--- config.mk ---
export PLATFORM = sky130hd
export DESIGN_NAME = pm_sensor_frame_parser_flat
export DESIGN_NICKNAME = d
export VERILOG_FILES = /design/src/hw/rtl/pmsfp_pkg.sv /design/src/hw/rtl/pmsfp_in_if.sv /design/src/hw/rtl/pmsfp_out_if.sv /design/src/hw/rtl/pmsfp_ctrl.sv /design/src/hw/rtl/pmsfp_dp.sv /design/src/hw/rtl/pm_sensor_frame_parser.sv /design/src/flat_wrapper.sv
export SDC_FILE = /design/constraint.sdc
export NUM_CORES = 1
export LEC_CHECK = 0
export BUFFER_PORTS_ARGS = -buffer_cell sky130_fd_sc_hd__buf_2
export CAP_MARGIN = 10
export CORE_MARGIN = 2
export CORE_UTILIZATION = 43
export CTS_CLUSTER_SIZE = 12
export DETAILED_ROUTE_END_ITERATION = 12
export GPL_TIMING_DRIVEN = 0
export PLACE_DENSITY_LB_ADDON = 0.08
export SYNTH_ARGS = -nofsm -noshare
export SYNTH_HDL_FRONTEND = slang
export SYNTH_SLANG_ARGS = --single-unit
--- constraint.sdc ---
create_clock -name clk_i -period 4.2 [get_ports clk_i]
set_input_delay 0.63 -clock clk_i [delete_from_list [all_inputs] [get_ports clk_i]]
set_output_delay 0.63 -clock clk_i [all_outputs]
set_load 0.01 [all_outputs]
--- src/hw/rtl/pmsfp_pkg.sv ---
// Shared types and constants for the particulate sensor frame parser.
`default_nettype none

package pmsfp_pkg;

  localparam logic [7:0] HdrA         = 8'h42;
  localparam logic [7:0] HdrB         = 8'h4D;
  localparam int         SumSpan      = 30;
  localparam int         FirstWordPos = 4;
  localparam int         LastWordPos  = 28;
  localparam int         WordCount    = 13;

  localparam int PosW  = 5;
  localparam int IdxW  = 4;
  localparam int WordW = 16;

  localparam logic [IdxW-1:0] LastIdx = IdxW'(WordCount - 1);

  typedef enum logic [2:0] {
    ST_HUNT,
    ST_SYNC,
    ST_COLLECT,
    ST_READ,
    ST_LOAD
  } pmsfp_state_e;

  typedef struct packed {
    logic            take;
    logic            sum_init;
    logic            sum_add;
    logic            mem_wr;
    logic            rd_en;
    logic            out_ld;
    logic [PosW-1:0] pos;
    logic [IdxW-1:0] idx;
  } pmsfp_cmd_t;

  typedef struct packed {
    logic hdr_a;
    logic hdr_b;
    logic sum_ok;
    logic out_free;
  } pmsfp_sts_t;

endpackage

`default_nettype wire

--- src/hw/rtl/pmsfp_in_if.sv ---
// Byte input channel: valid/ready handshake carrying one received byte.
`default_nettype none

interface pmsfp_in_if;
  logic       valid;
  logic       ready;
  logic [7:0] rx_byte;

  modport source (output valid, output rx_byte, input ready);
  modport sink   (input valid, input rx_byte, output ready);
endinterface

`default_nettype wire

--- src/hw/rtl/pmsfp_out_if.sv ---
// Result channel: valid/ready handshake carrying one decoded frame word.
`default_nettype none

interface pmsfp_out_if;
  logic        valid;
  logic        ready;
  logic [3:0]  word_index;
  logic [15:0] word_value;
  logic        last_word;

  modport source (output valid, output word_index, output word_value,
                  output last_word, input ready);
  modport sink   (input valid, input word_index, input word_value,
                  input last_word, output ready);
endinterface

`default_nettype wire

--- src/hw/rtl/pmsfp_ctrl.sv ---
// Parser controller: sync hunt, byte position, enable register, word readout.
`default_nettype none

module pmsfp_ctrl
  import pmsfp_pkg::*;
(
  input  logic       clk_i,
  input  logic       rst_ni,
  input  logic       cfg_we_i,
  input  logic       cfg_data_i,
  input  logic       in_valid_i,
  output logic       in_ready_o,
  input  pmsfp_sts_t sts_i,
  output pmsfp_cmd_t cmd_o
);

  pmsfp_state_e    state_q, state_d;
  logic [PosW-1:0] pos_q, pos_d;
  logic [IdxW-1:0] idx_q, idx_d;
  logic            enable_q;
  logic            take;

  always_ff @(posedge clk_i or negedge rst_ni) begin
    if (!rst_ni) begin
      state_q  <= ST_HUNT;
      pos_q    <= '0;
      idx_q    <= '0;
      enable_q <= 1'b1;
    end else begin
      state_q <= state_d;
      pos_q   <= pos_d;
      idx_q   <= idx_d;
      if (cfg_we_i) begin
        enable_q <= cfg_data_i;
      end
    end
  end

  assign take = in_valid_i && in_ready_o && enable_q;

  always_comb begin
    state_d        = state_q;
    pos_d          = pos_q;
    idx_d          = idx_q;
    in_ready_o     = 1'b0;
    cmd_o          = '0;
    cmd_o.pos      = pos_q;
    cmd_o.idx      = idx_q;
    unique case (state_q)
      ST_HUNT: begin
        in_ready_o = 1'b1;
        if (take && sts_i.hdr_a) begin
          cmd_o.take     = 1'b1;
          cmd_o.sum_init = 1'b1;
          pos_d          = PosW'(1);
          state_d        = ST_SYNC;
        end
      end
      ST_SYNC: begin
        in_ready_o = 1'b1;
        if (take) begin
          cmd_o.take = 1'b1;
          if (sts_i.hdr_b) begin
            cmd_o.sum_add = 1'b1;
            pos_d         = PosW'(2);
            state_d       = ST_COLLECT;
          end else if (sts_i.hdr_a) begin
            cmd_o.sum_init = 1'b1;
            pos_d          = PosW'(1);
          end else begin
            pos_d   = '0;
            state_d = ST_HUNT;
          end
        end
      end
      ST_COLLECT: begin
        in_ready_o = 1'b1;
        if (take) begin
          cmd_o.take    = 1'b1;
          cmd_o.sum_add = (pos_q < PosW'(SumSpan));
          cmd_o.mem_wr  = pos_q[0] && (pos_q >= PosW'(FirstWordPos + 1))
                          && (pos_q <= PosW'(LastWordPos + 1));
          pos_d         = pos_q + PosW'(1);
          if (pos_q == '1) begin
            idx_d   = '0;
            state_d = sts_i.sum_ok ? ST_READ : ST_HUNT;
          end
        end
      end
      ST_READ: begin
        cmd_o.rd_en = 1'b1;
        state_d     = ST_LOAD;
      end
      ST_LOAD: begin
        if (sts_i.out_free) begin
          cmd_o.out_ld = 1'b1;
          if (idx_q == LastIdx) begin
            idx_d   = '0;
            state_d = ST_HUNT;
          end else begin
            idx_d   = idx_q + IdxW'(1);
            state_d = ST_READ;
          end
        end
      end
      default: begin
        state_d = ST_HUNT;
        pos_d   = '0;
      end
    endcase
  end

  a_hunt_pos_zero: assert property (@(posedge clk_i) disable iff (!rst_ni)
    (state_q == ST_HUNT) |-> (pos_q == '0))
    else $error("position not cleared while hunting");

  a_wr_odd_pos: assert property (@(posedge clk_i) disable iff (!rst_ni)
    cmd_o.mem_wr |-> (pos_q[0] && state_q == ST_COLLECT))
    else $error("word store written at even byte position");

  a_read_then_load: assert property (@(posedge clk_i) disable iff (!rst_ni)
    (state_q == ST_READ) |=> (state_q == ST_LOAD))
    else $error("read not followed by load");

  a_last_word_ends: assert property (@(posedge clk_i) disable iff (!rst_ni)
    (cmd_o.out_ld && idx_q == LastIdx) |=> (state_q == ST_HUNT && idx_q == '0))
    else $error("frame readout did not end after last word");

endmodule

`default_nettype wire

--- src/hw/rtl/pmsfp_dp.sv ---
// Parser datapath: header compare, running checksum, word store, output register.
`default_nettype none

module pmsfp_dp
  import pmsfp_pkg::*;
(
  input  logic             clk_i,
  input  logic             rst_ni,
  input  logic [7:0]       rx_byte_i,
  input  pmsfp_cmd_t       cmd_i,
  output pmsfp_sts_t       sts_o,
  input  logic             out_ready_i,
  output logic             out_valid_o,
  output logic [IdxW-1:0]  word_index_o,
  output logic [WordW-1:0] word_value_o,
  output logic             last_word_o
);

  logic [WordW-1:0] mem [WordCount];
  logic [WordW-1:0] sum_q;
  logic [7:0]       hi_q;
  logic [WordW-1:0] rd_data_q;
  logic             valid_q;
  logic [IdxW-1:0]  index_q;
  logic [WordW-1:0] value_q;
  logic             last_q;
  logic [IdxW-1:0]  wr_addr;

  assign wr_addr = cmd_i.pos[PosW-1:1] - IdxW'(FirstWordPos / 2);

  always_ff @(posedge clk_i) begin
    if (cmd_i.mem_wr) begin
      mem[wr_addr] <= {hi_q, rx_byte_i};
    end
    if (cmd_i.rd_en) begin
      rd_data_q <= mem[cmd_i.idx];
    end
  end

  always_ff @(posedge clk_i) begin
    if (cmd_i.take) begin
      hi_q <= rx_byte_i;
    end
    if (cmd_i.sum_init) begin
      sum_q <= WordW'(rx_byte_i);
    end else if (cmd_i.sum_add) begin
      sum_q <= sum_q + WordW'(rx_byte_i);
    end
    if (cmd_i.out_ld) begin
      index_q <= cmd_i.idx;
      value_q <= rd_data_q;
      last_q  <= (cmd_i.idx == LastIdx);
    end
  end

  always_ff @(posedge clk_i or negedge rst_ni) begin
    if (!rst_ni) begin
      valid_q <= 1'b0;
    end else if (cmd_i.out_ld) begin
      valid_q <= 1'b1;
    end else if (out_ready_i) begin
      valid_q <= 1'b0;
    end
  end

  assign sts_o.hdr_a    = (rx_byte_i == HdrA);
  assign sts_o.hdr_b    = (rx_byte_i == HdrB);
  assign sts_o.sum_ok   = (sum_q == {hi_q, rx_byte_i});
  assign sts_o.out_free = !valid_q || out_ready_i;

  assign out_valid_o  = valid_q;
  assign word_index_o = index_q;
  assign word_value_o = value_q;
  assign last_word_o  = last_q;

endmodule

`default_nettype wire

--- src/hw/rtl/pm_sensor_frame_parser.sv ---
// Top level of the particulate sensor 32-byte frame parser.
// Each word is read out by a registered read of the word store, then a load into the
// output register that waits until the output is free. Throughput: 1 byte per cycle
// while enabled and receiving; a good frame then reads out 13 words, no input taken.
// Reset: hunting for the start byte, enable set, output empty; the word store is not
// cleared, since every word read out was written by the same frame.
`default_nettype none

module pm_sensor_frame_parser
  import pmsfp_pkg::*;
(
  input  logic         clk_i,
  input  logic         rst_ni,
  input  logic         cfg_we_i,
  input  logic         cfg_data_i,
  pmsfp_in_if.sink     rx_i,
  pmsfp_out_if.source  res_o
);

  pmsfp_cmd_t cmd;
  pmsfp_sts_t sts;

  pmsfp_ctrl u_ctrl (
    .clk_i      (clk_i),
    .rst_ni     (rst_ni),
    .cfg_we_i   (cfg_we_i),
    .cfg_data_i (cfg_data_i),
    .in_valid_i (rx_i.valid),
    .in_ready_o (rx_i.ready),
    .sts_i      (sts),
    .cmd_o      (cmd)
  );

  pmsfp_dp u_dp (
    .clk_i        (clk_i),
    .rst_ni       (rst_ni),
    .rx_byte_i    (rx_i.rx_byte),
    .cmd_i        (cmd),
    .sts_o        (sts),
    .out_ready_i  (res_o.ready),
    .out_valid_o  (res_o.valid),
    .word_index_o (res_o.word_index),
    .word_value_o (res_o.word_value),
    .last_word_o  (res_o.last_word)
  );

endmodule

`default_nettype wire
--- src/flat_wrapper.sv ---
// flat-port wrapper written by rule: the top's interface ports become plain ports
module pm_sensor_frame_parser_flat import pmsfp_pkg::*;
  (clk_i, rst_ni, cfg_we_i, cfg_data_i, rx_i_valid, rx_i_rx_byte, rx_i_ready, res_o_valid, res_o_word_index, res_o_word_value, res_o_last_word, res_o_ready);
  pmsfp_in_if rx_i_i ();
  pmsfp_out_if res_o_i ();
  input  logic clk_i;
  input  logic rst_ni;
  input  logic cfg_we_i;
  input  logic cfg_data_i;
  input wire logic [$bits(rx_i_i.valid)-1:0] rx_i_valid;
  input wire logic [$bits(rx_i_i.rx_byte)-1:0] rx_i_rx_byte;
  output wire logic [$bits(rx_i_i.ready)-1:0] rx_i_ready;
  output wire logic [$bits(res_o_i.valid)-1:0] res_o_valid;
  output wire logic [$bits(res_o_i.word_index)-1:0] res_o_word_index;
  output wire logic [$bits(res_o_i.word_value)-1:0] res_o_word_value;
  output wire logic [$bits(res_o_i.last_word)-1:0] res_o_last_word;
  input wire logic [$bits(res_o_i.ready)-1:0] res_o_ready;
  assign rx_i_i.valid = rx_i_valid;
  assign rx_i_i.rx_byte = rx_i_rx_byte;
  assign rx_i_ready = rx_i_i.ready;
  assign res_o_valid = res_o_i.valid;
  assign res_o_word_index = res_o_i.word_index;
  assign res_o_word_value = res_o_i.word_value;
  assign res_o_last_word = res_o_i.last_word;
  assign res_o_i.ready = res_o_ready;
  pm_sensor_frame_parser u_core (.clk_i(clk_i), .rst_ni(rst_ni), .cfg_we_i(cfg_we_i), .cfg_data_i(cfg_data_i), .rx_i(rx_i_i), .res_o(res_o_i));
endmodule
==> reports/metrics.csv <==
metric,value,unit
outcome,"finished, final reports clean",
endpoint type of the worst setup path,flip-flop,
Worst Tran Pin Value,0.987,ns
share of layout cells above drive strength 1,25.3,%
Synth Area in Compound Gates,4.04,%
Initial Util,43.7,%
pre-CTS setup slack,0.946,ns
dpl cells,1002,
vias in the first global route,6258,
diodes inserted,0,
"Slew Viols, Final",0,
largest family of logic cells by synthesized area,multiplexers,
initial antenna violation count,0,
clock tree buffer depth,3,
Yosys warnings,0,
first-pass GRT wire length,38.0,mm
postcts setup bufs,0,
DRT iter0 DRCs,439,
WL/cell,23.4,um
Layout Nets,731,
R2R Path End,u_core.u_dp.mem[11][12],
area of the die,0.0277,mm^2
multiplexer share of the synthesized area,12.2,%
CTS H-tree lvls,1,
Post-synth top cells,"261 x edfxtp_1, 56 x mux4_2, 28 x nor2_1",
DRC viols,0,
post-synthesis simple-gate area fraction,5.70,%
RSZ-0062 raised after global routing,false,
f_max,316,MHz
maximum vdd drop,0.000286,V
IO Pins,37,
Sink Count,283,
number of flops mapped to enable cells by yosys,261,
critical path launch point type,flip-flop,
"Hold Vio Cnt, Final",0,
Synth cell types,56,
xor/xnor cell area share of the yosys netlist,1.31,%
Skew-Pair Late Insertion Delay,0.54,ns
R2R depth,7,
post-layout min period,3.16,ns
"Seq/Total Area, Yosys",73.5,%
syn nets,642,
Yosys top cell by area,edfxtp_1,
Max-Cap Viols,0,
Synth Flop Type,edfxtp_1,
cell row count,59,
"count leader, synth",edfxtp_1,
detailed-route vias per instance,5.53,
flop2flop setup slack,1.04,ns
Crit path required time,4.44,ns
Tot GR Track Use,18.2,%
critical path peak fanout,10,
crit path launch,u_core.u_ctrl.state_q[2],
skew final,0.0113,ns
total gr overflow,0,
P&R area growth vs syn,15.7,%
core box area,0.0260,mm^2
Arrival @ worst endpoint,3.41,ns
dpl hpwl,16.9,mm
DRT Pass-1 Iters,4,
Area contributors post-synth,"edfxtp_1 69%, mux4_2 11%, dfrtp_1 2.9%",
Final WS setup,1.04,ns
cell area after synthesis,0.0114,mm^2
Post-synth ARST share,4.95,%
via count,5838,
post-synthesis adder-cell area fraction,1.94,%
PortBufs,36,
worst rel slew slack,33.5,%
Yosys top cell area share,69.0,%
final setup vio count,0,
Die H,167,um
"Reg clk slew, reported paths",0.06,ns
Leak,4.28,nW
hold buffer count at cts,1,
total CTS buffers,30,
Cell Pwr Density,486,mW/mm^2
CP Class,reg -> reg,
worst r2r src,u_core.u_ctrl.state_q[2],
Synth Area per Inst,18.6,um^2
Resize count post-CTS,0,
Die W,167,um
post-synthesis cell count,611,
DRT Wirelength,24.7,mm
worst hold path type,in -> reg,
CTS root buffer,clkbuf_16,
largest net degree at the start of global routing,19,
Post-Layout Cell Count,1055,
TritonCTS clock tree,built,
final period utilization,75.3,%
Seq cells post-synth,283,
antenna-violating nets left,0,
Worst Setup EP,u_core.u_dp.mem[11][12],
routability cong.,0.777,
==> stage by stage <==
stage	instance area, um^2	TNS (ns)	hold WS (ns)	utilization [%]	power [mW]
6_report	13100	0	0.325	50.6	6.39
4_1_cts	13100	0	0.296	50.6	6.48
3_5_place_dp	12300	0	0.406	47.2	4.11
3_3_place_gp	12000	-63.92	0.403	46.0	4.08
5_1_grt	13100	0	0.318	50.6	6.66
2_1_floorplan	11400	0	0.334	-	3.87
==> how the worst min path moves through the flow <==
stage | from | endpoint | slack (ns) | cells past startpoint
2_1_floorplan | rst_ni | u_core.u_ctrl.idx_q[0] | 0.33 | 0
3_3_place_gp | u_core.u_dp.rd_data_q[1] | u_core.u_dp.word_value_o[1] | 0.40 | 0
5_1_grt | cfg_data_i | u_core.u_ctrl.enable_q | 0.32 | 2
4_1_cts | cfg_data_i | u_core.u_ctrl.enable_q | 0.30 | 2
3_5_place_dp | u_core.u_dp.rd_data_q[10] | u_core.u_dp.word_value_o[10] | 0.41 | 0
6_report | cfg_data_i | u_core.u_ctrl.enable_q | 0.33 | 2
==> metal layers <==
| layer | global-route usage [%] | wire, um | part of all wire, % |
|---|---|---|---|
| met5 | 0 | 0 | 0 |
| met2 | 31.2 | 12500 | 51 |
| met4 | 3.75 | 325 | 1.3 |
| met1 | 25.1 | 10800 | 44 |
| met3 | 2.52 | 1090 | 4.4 |
==> placed cells by master (no fill, tap or decap), types with 5 or more instances in the layout <==
master,instances
edfxtp_1,261
mux4_2,56
buf_2,46
clkbuf_16,31
nand2_1,26
clkbuf_1,23
nor2_1,18
a21oi_1,18
ha_1,16
o21ai_0,14
inv_1,13
dfrtp_1,13
xnor2_1,12
a211oi_1,12
and2_1,11
nor2_2,10
buf_8,10
mux2i_1,9
nand3_1,9
dfxtp_1,8
clkinv_1,7
nand4_1,5
xor2_1,5
nor3_2,5
o211ai_1,5
buf_4,5
==> flip-flops by register name, indices dropped and copies added (netlist names) <==
name / cells
u_core.u_dp.word_value_o: 16
u_core.u_dp.mem: 208
u_core.u_dp.word_index_o: 4
u_core.u_dp.rd_data_q: 16
u_core.u_dp.sum_q: 16
u_core.u_ctrl.state_q: 3
u_core.u_ctrl.pos_q: 5
u_core.u_ctrl.enable_q: 1
u_core.u_dp.last_word_o: 1
u_core.u_ctrl.idx_q: 4
u_core.u_dp.hi_q: 8
u_core.u_dp.out_valid_o: 1
==> worst max-delay path, cell delays in order, from the launching register on <==
cell	delay, ns
dfrtp_1	0.36
clkbuf_1	0.18
nor3b_2	0.46
nand2_1	0.15
nor4_2	0.43
nand3b_1	0.28
nor2_2	0.74
buf_6	0.26
==> power breakdown <==
| group | leakage, nW | internal [mW] | switching, mW |
|---|---|---|---|
| sequential | 2.60 | 3.16 | 0.0840 |
| combinational | 1.26 | 0.391 | 0.405 |
| clock | 0.420 | 1.34 | 1.01 |
==> layout make-up <==
type | instances | area (um^2)
Fill cell | 2170 | 12800
Clock inverter | 10 | 47.5
Buffer | 23 | 98.8
Inverter | 13 | 48.8
Timing Repair Buffer | 57 | 450
Clock buffer | 42 | 817
Multi-Input combinational cell | 292 | 2910
Sequential cell | 283 | 8350
Tap cell | 335 | 419
==> cells by family (layout without fill, tap and decap cells) <==
group	count (synthesis)	in the layout
adder cells (fa/ha/maj)	17	17
flip-flops	283	283
AND/OR/NAND/NOR	119	119
XOR/XNOR	17	17
AO/OA/AOI/OAI	71	71
buffers and inverters	36	145
multiplexers	68	68
No activity file was read; power rests on OpenSTA's default activity.
